===== src/sv/mono_framebuffer_scaler_rgb565_defines.svh =====
// Assertion macros shared by the scaler RTL.
`ifndef MONO_FRAMEBUFFER_SCALER_RGB565_DEFINES_SVH
`define MONO_FRAMEBUFFER_SCALER_RGB565_DEFINES_SVH

// The consequent must hold in the same cycle as the antecedent.
`define MSC_ASSERT_NOW(label, clk, rst, pre, post) \
   label: assert property (@(posedge clk) disable iff (rst) (pre) |-> (post)) \
      else $error("scaler check failed");

// The consequent must hold in the cycle after the antecedent.
`define MSC_ASSERT_NEXT(label, clk, rst, pre, post) \
   label: assert property (@(posedge clk) disable iff (rst) (pre) |=> (post)) \
      else $error("scaler check failed");

`endif


===== src/sv/msc_pkg.sv =====
`default_nettype none
package msc_pkg;

   // Payload widths of the channels.
   localparam int OP_W       = 1;
   localparam int FB_ADDR_W  = 15;
   localparam int FB_DATA_W  = 8;
   localparam int LCD_X_W    = 9;
   localparam int LCD_Y_W    = 8;
   localparam int PIXEL_W    = 16;
   localparam int CSR_IDX_W  = 3;
   localparam int CSR_DATA_W = 9;

   // Default geometry.
   localparam int SRC_WIDTH_DEF    = 512;
   localparam int SRC_HEIGHT_DEF   = 342;
   localparam int PANEL_WIDTH_DEF  = 320;
   localparam int PANEL_HEIGHT_DEF = 240;

   // Operation codes.
   localparam logic [OP_W-1:0] OP_WRITE  = 1'b0;
   localparam logic [OP_W-1:0] OP_RENDER = 1'b1;

   // Register indexes.
   localparam logic [CSR_IDX_W-1:0] REG_VIEW_LEFT   = 3'd0;
   localparam logic [CSR_IDX_W-1:0] REG_VIEW_TOP    = 3'd1;
   localparam logic [CSR_IDX_W-1:0] REG_VIEW_WIDTH  = 3'd2;
   localparam logic [CSR_IDX_W-1:0] REG_VIEW_HEIGHT = 3'd3;
   localparam logic [CSR_IDX_W-1:0] REG_FILTER_MODE = 3'd4;

   // Register reset values.
   localparam logic [8:0] VIEW_LEFT_RST   = 9'd0;
   localparam logic [7:0] VIEW_TOP_RST    = 8'd13;
   localparam logic [8:0] VIEW_WIDTH_RST  = 9'd320;
   localparam logic [7:0] VIEW_HEIGHT_RST = 8'd213;
   localparam logic       FILTER_MODE_RST = 1'b0;

   // Filter modes.
   localparam logic MODE_NEAREST = 1'b0;
   localparam logic MODE_AREA    = 1'b1;

   // Colors and gray scale.
   localparam logic [PIXEL_W-1:0] COLOR_WHITE = 16'hFFFF;
   localparam logic [PIXEL_W-1:0] COLOR_BLACK = 16'h0000;
   localparam logic [7:0]         GRAY_MAX    = 8'd255;

   // Sequencer states.
   typedef enum logic [2:0] {
      ST_IDLE,
      ST_CHECK,
      ST_DIV_START,
      ST_DIV_WAIT,
      ST_SPAN,
      ST_ADDR,
      ST_TEST,
      ST_DONE
   } state_type;

   // Divisions that the sequencer runs on the shared divider.
   typedef enum logic [2:0] {
      JOB_X0,
      JOB_X1,
      JOB_Y0,
      JOB_Y1,
      JOB_GRAY
   } job_type;

   // Status of the divider.
   typedef struct packed {
      logic busy;
      logic done;
   } div_status_type;

   // Expand an 8-bit gray level to RGB565.
   function automatic logic [PIXEL_W-1:0] gray565(input logic [7:0] g);
      gray565 = {g[7:3], g[7:2], g[7:3]};
   endfunction

endpackage
`default_nettype wire


===== src/sv/msc_divider.sv =====
`default_nettype none
module msc_divider #(
   parameter int WIDTH = 32
) (
   input  wire logic                    clock,
   input  wire logic                    reset,
   input  wire logic                    start,
   input  wire logic [WIDTH-1:0]        dividend,
   input  wire logic [WIDTH-1:0]        divisor,
   output msc_pkg::div_status_type      status,
   output logic      [WIDTH-1:0]        quotient
);
   import msc_pkg::*;

   localparam int CNT_W = $clog2(WIDTH + 1);

   logic             busy_ff, busy_in;
   logic             done_ff, done_in;
   logic [CNT_W-1:0] count_ff, count_in;
   logic [WIDTH:0]   rem_ff, rem_in;
   logic [WIDTH-1:0] quo_ff, quo_in;
   logic [WIDTH-1:0] dsr_ff, dsr_in;
   logic [WIDTH:0]   rem_shift;

   // One restoring step per cycle, quotient bits shift in from the right.
   assign rem_shift = {rem_ff[WIDTH-1:0], quo_ff[WIDTH-1]};

   always_comb begin
      busy_in  = busy_ff;
      done_in  = 1'b0;
      count_in = count_ff;
      rem_in   = rem_ff;
      quo_in   = quo_ff;
      dsr_in   = dsr_ff;
      if (start) begin
         busy_in  = 1'b1;
         count_in = CNT_W'(WIDTH);
         rem_in   = '0;
         quo_in   = dividend;
         dsr_in   = divisor;
      end else if (busy_ff) begin
         if (rem_shift >= {1'b0, dsr_ff}) begin
            rem_in = rem_shift - {1'b0, dsr_ff};
            quo_in = {quo_ff[WIDTH-2:0], 1'b1};
         end else begin
            rem_in = rem_shift;
            quo_in = {quo_ff[WIDTH-2:0], 1'b0};
         end
         count_in = count_ff - 1'b1;
         if (count_ff == CNT_W'(1)) begin
            busy_in = 1'b0;
            done_in = 1'b1;
         end
      end
   end

   always_ff @(posedge clock) begin
      if (reset) begin
         busy_ff  <= 1'b0;
         done_ff  <= 1'b0;
         count_ff <= '0;
      end else begin
         busy_ff  <= busy_in;
         done_ff  <= done_in;
         count_ff <= count_in;
      end
      rem_ff <= rem_in;
      quo_ff <= quo_in;
      dsr_ff <= dsr_in;
   end

   assign status.busy = busy_ff;
   assign status.done = done_ff;
   assign quotient    = quo_ff;

endmodule
`default_nettype wire


===== config.mk =====
export PLATFORM = sky130hd
export DESIGN_NAME = msc_divider
export DESIGN_NICKNAME = d
export VERILOG_FILES = /design/src/sv/mono_framebuffer_scaler_rgb565_defines.svh /design/src/sv/msc_pkg.sv /design/src/sv/msc_divider.sv
export SDC_FILE = /design/constraint.sdc
export NUM_CORES = 1
export LEC_CHECK = 0
export BUFFER_PORTS_ARGS = -buffer_cell sky130_fd_sc_hd__buf_2
export CORE_ASPECT_RATIO = 0.9
export CORE_MARGIN = 2
export CORE_UTILIZATION = 58
export CTS_BUF_LIST = sky130_fd_sc_hd__clkbuf_2
export CTS_CLUSTER_SIZE = 20
export DETAILED_ROUTE_END_ITERATION = 6
export PLACE_DENSITY_LB_ADDON = 0.15
export SYNTH_ARGS = -nofsm -noshare
export SYNTH_HDL_FRONTEND = slang
export SYNTH_SLANG_ARGS = --single-unit
export TNS_END_PERCENT = 5

===== constraint.sdc =====
create_clock -name clock -period 3.4 [get_ports clock]
set_input_delay 0.34 -clock clock [delete_from_list [all_inputs] [get_ports clock]]
set_output_delay 0.34 -clock clock [all_outputs]
set_load 0.05 [all_outputs]

# ---- Yosys cells after proc, flatten, opt, wreduce, memory -nomap -nowiden
# Cells that the tools add are included.
dict set report totals {
  regBits 104
  input_bits 67
  out_inout_bits 34
  word_cells 25
}
dict set report op_classes {
  addsub 2
  magnitude_cmp 1
  eq_ne 1
  muxes 10
  bitwise_logic 1
  reduce_logical 3
}
# cell n
set ops {}
lappend ops {{32-bit 2-to-1 mux} 3}
lappend ops {{33-bit by 32-bit >= comparator with 1-bit output} 1}
lappend ops {{32-bit subtractor} 1}
lappend ops {{6-bit 2-to-1 mux} 2}
lappend ops {{6-bit by 1-bit == test with 1-bit output (second input constant)} 1}
lappend ops {{6-bit by 1-bit subtractor with 6-bit output (second input constant)} 1}
lappend ops {{1-bit 2-to-1 mux} 5}
lappend ops {{3-bit OR reduction} 1}
lappend ops {{2-bit nonzero test} 1}
lappend ops {{2-bit OR reduction} 1}
lappend ops {{1-bit NOT} 1}

# ---- Longest topological paths before layout
dict set report depth {
  ltp_word 4
  mapped_depth 13
  ltp_nobuf 12
}

# ---- Least setup slack after synthesis
# Ideal clock, no wire load.
dict set report synth_path {
  path_type {flip-flop to flip-flop}
  startpoint {reg quo_ff[31], in the netlist quotient[31]}
  endpoint {reg rem_ff[30]}
  setup_ps 128
  arrival_time_ps 3155
  t_required_ps 3272
  setup_slack_ps 117
  stages_incl_launch_ff 13
  path_buffers 0
  synth_period_minus_slack_ps 3283
  cell_sequence {edfxtp_1 inv_1 ha_1 fa_1 nor2b_1 o21ai_0 o21ai_1 a311oi_1 o32ai_1 nor2_1 o41ai_1 xor2_1 o2bb2ai_1}
}
dict set report synth_via {
  elab_chain_len 2
  elab_cells_between_ends 3
  cone_classes {add/sub (1); order compare (1); mux (1)}
}
# element line_no
set synth_lines {}
lappend synth_lines {{start, declared} msc_divider.sv:21} ;# logic [WIDTH-1:0] quo_ff, quo_in;
lappend synth_lines {{start signal, assigned} msc_divider.sv:68} ;# quo_ff <= quo_in;
lappend synth_lines {{32-bit subtractor or 33-bit by 32-bit >= comparator with 1-bit output (tied branches)} {msc_divider.sv:43, msc_divider.sv:42}}
lappend synth_lines {{32-bit 2-to-1 mux (*)} msc_divider.sv:42} ;# if (rem_shift >= {1'b0, dsr_ff}) begin
lappend synth_lines {{end signal, assigned} msc_divider.sv:67} ;# rem_ff <= rem_in;
lappend synth_lines {{end, declared} msc_divider.sv:20} ;# logic [WIDTH:0] rem_ff, rem_in;
# Every way passes the cells marked *; elsewhere a longest branch is shown, timed or not.
# A chain may end at the register's enable or synchronous reset.

# ---- Worst setup path in the final report
dict set report layout_path {
  startpoint {reg dsr_ff[14]}
  endpoint {reg rem_ff[31]}
}
dict set report layout_via {
  elab_chain_len 2
  elab_cells_between_ends 3
  cone_classes {add/sub (1); order compare (1); mux (1)}
}
# element line_no
set layout_lines {}
lappend layout_lines {{start, declared} msc_divider.sv:22} ;# logic [WIDTH-1:0] dsr_ff, dsr_in;
lappend layout_lines {{start signal, assigned} msc_divider.sv:69} ;# dsr_ff <= dsr_in;
lappend layout_lines {{32-bit subtractor or 33-bit by 32-bit >= comparator with 1-bit output (tied branches)} {msc_divider.sv:43, msc_divider.sv:42}}
lappend layout_lines {{32-bit 2-to-1 mux (*)} msc_divider.sv:42}
# Marked as above.

==> metrics <==
clk buf depth=2; Crit Path Class=reg -> reg; WL/cell=15.6 um; vias in the first global route=4,745; boundary pin count=101; Max Clk Rate=313 MHz; Relative slew margins=0.602; maximum VDD drop=0.373 mV; Design Power=3.12 mW; Antenna Nets Post-Route=0; number of synthesized flops with an enable pin=64; Synthesis Warnings=0; share of cells above drive strength 1=0.231; fin nets=828; Die H=99.1 um; dpl cells=782; root buffer cell=clkbuf_2; Hold Crit Class=in -> reg; CTS Buf Count=9; Non-Filler Instances=857; DRT Pass-1 Iters=5; Multi-input gate area=0.00284 mm^2; fill count=700; gr ovfl total=0; Worst Setup Start Kind=register; post-CTS setup repair buffer count=0; antenna violations before repair=0; # setup viols final=0; Cell variety after synth=61; Mapped Nets=676; starting density of the core=0.598; Hold WS=0.0279 ns; row count=34; Slew @ Worst Pin=0.598 ns; core area=0.00974 mm^2; IO buf count=100; M1 WL=5710 um; Vias=4,834; Placer Congestion=0.938; #FFs+latches synth=104; min cycle time layout=3.20 ns; CP Max Fanout=7; Arr. time, crit path=3.74 ns; WL met3=487 um; share of the cycle needed by the critical path after routing=0.941; Critical Path End Type=register; cell with the most instances after synthesis=nor2_1; WL met2=6850 um; Final Max Tran Viols=0; Mean Syn Cell Area=10.2 um^2; Post-Synthesis Cells=574; largest net degree at the start of global routing=50; starting DRC count in detailed routing=245; diode count=0; gr usage total=0.255; RSZ-0062 raised after global routing=no; Worst Skew=0.0247 ns; Via density=5.64; # DRC=0; Top Metal Used=met4; register area=0.00272 mm^2; Layout area overhead=23.1%; Final HPWL DP=8910 um; Post-synth top cells=67 x nor2_1, 64 x edfxtp_1, 45 x inv_1; reg-to-reg slack, setup=0.20 ns; CP required=3.95 ns; sequential fraction of the synthesis area=0.467; Cell Pwr Density=435 mW/mm^2; worst skew pair latency=0.60 ns; Final WS setup=0.201 ns; width of the chip=110 um; Async S/R FF share, synth=0; outcome=finished, final reports clean; Main synth FF type=edfxtp_1; first-pass GRT wire length=21,900 um; DP Worst Slack=0.229 ns; H-tree depth=3; Hold Vio Cnt, Final=0; post-synthesis instance area=0.00583 mm^2; Sink Count=104; ranking of synthesized cells by area=edfxtp_1 33%, dfxtp_1 14%, ha_1 7.3%, mux2_2 6.0%, nor2_1 4.3%; Reg clk slew, reported paths=0.28 ns; Total Wirelength=13,400 um; largest area contributor in the netlist=edfxtp_1; P_leak=3.16 nW; maxcap violations=0; full die area=0.0109 mm^2; CTS tree=yes; setup TNS=0 ns; area fraction of the dominant cell type after synthesis=0.330
[area by class of cell]
class,count,area share
clock buffer,9,0.00628
sequential,104,0.380
tap,126,0.0220
timing repair buffer,168,0.162
inverter,46,0.0241
multi-input combinational,397,0.395
clock inverter,7,0.0110
[cell families (layout without fill, tap and decap cells)]
kind of cell | count (synthesis) | in the layout | share of synthesized area
AND/OR/NAND/NOR | 155 | 155 | 0.125
AO/OA/AOI/OAI | 138 | 138 | 0.163
flip-flops | 104 | 104 | 0.467
buffers and inverters | 73 | 230 | 0.0498
multiplexers | 40 | 40 | 0.0753
adder cells (fa/ha/maj) | 35 | 35 | 0.0764
XOR/XNOR | 29 | 29 | 0.0436
[worst max-delay path: stages, from the launching register on]
cell and delay, ns:
edfxtp_1 0.39, inv_1 0.04, ha_1 0.35, a21oi_1 0.18, o21ai_1 0.10, a2111o_1 0.39, a221o_1 0.38, o211a_4 0.29
o31a_1 0.31, o21ai_1 0.11, or3b_1 0.37, a311oi_2 0.24
[registers in the layout (all words and copies together) (netlist names)]
signal    count
done_ff       1
count_ff      6
rem_ff       32
busy_ff       1
quotient     32
dsr_ff       32
[placed cells by master (no fill, tap or decap), drive strengths merged, types with 5 or more instances in the layout]
master and count:
and4 5, dlygate4sd3 59, or2 5, o31a 5
xor2 12, buf 109, ha 34, nand2 32
a211oi 30, nor3 10, edfxtp 64, nor2 67
clkbuf 9, a21o 7, inv 49, and3 5
o21ai 17, nand3 8, dfxtp 40, xnor2 17
mux2 31, a21oi 39, mux2i 9, nor4 5
[where the power goes]
group | switching (mW) | internal (mW)
Sequential | 0.0711 | 1.46
Clock | 0.435 | 0.182
Combinational | 0.579 | 0.394
Total | 1.08 | 2.04
[layer usage]
layer / vias up / global-route usage
met5: - / 0
met4: 0 / 0.0818
met3: 32 / 0.0465
met2: 126 / 0.435
met1: 2280 / 0.328
li1: 2396 / -
[worst paths after layout]
| path | cells after the start | end | start |
|---|---|---|---|
| max | 11 | rem_ff[31] | dsr_ff[14] |
| max reg2reg | 11 | rem_ff[31] | dsr_ff[14] |
| min | 2 | quotient[28] | dividend[28] |
| min reg2reg | 2 | rem_ff[12] | rem_ff[12] |
[stage by stage]
| step | instance area [um^2] | util |
|---|---|---|
| global placement | 6450 | 0.662 |
| CTS | 7090 | 0.728 |
| floorplan | 5830 | - |
| finish | 7180 | 0.737 |
| global route | 7180 | 0.737 |
| detailed placement | 6450 | 0.662 |
[what timing repair did]
| item | 4_1_cts | 5_1_grt |
|---|---|---|
| endpoints found under the hold margin | 53 | 7 |
| endpoints found under the setup margin | 0 | 2 |
| gates resized for setup | 0 | 2 |
| hold buffers | 52 | 7 |
Power figures use the tool's default switching activity.
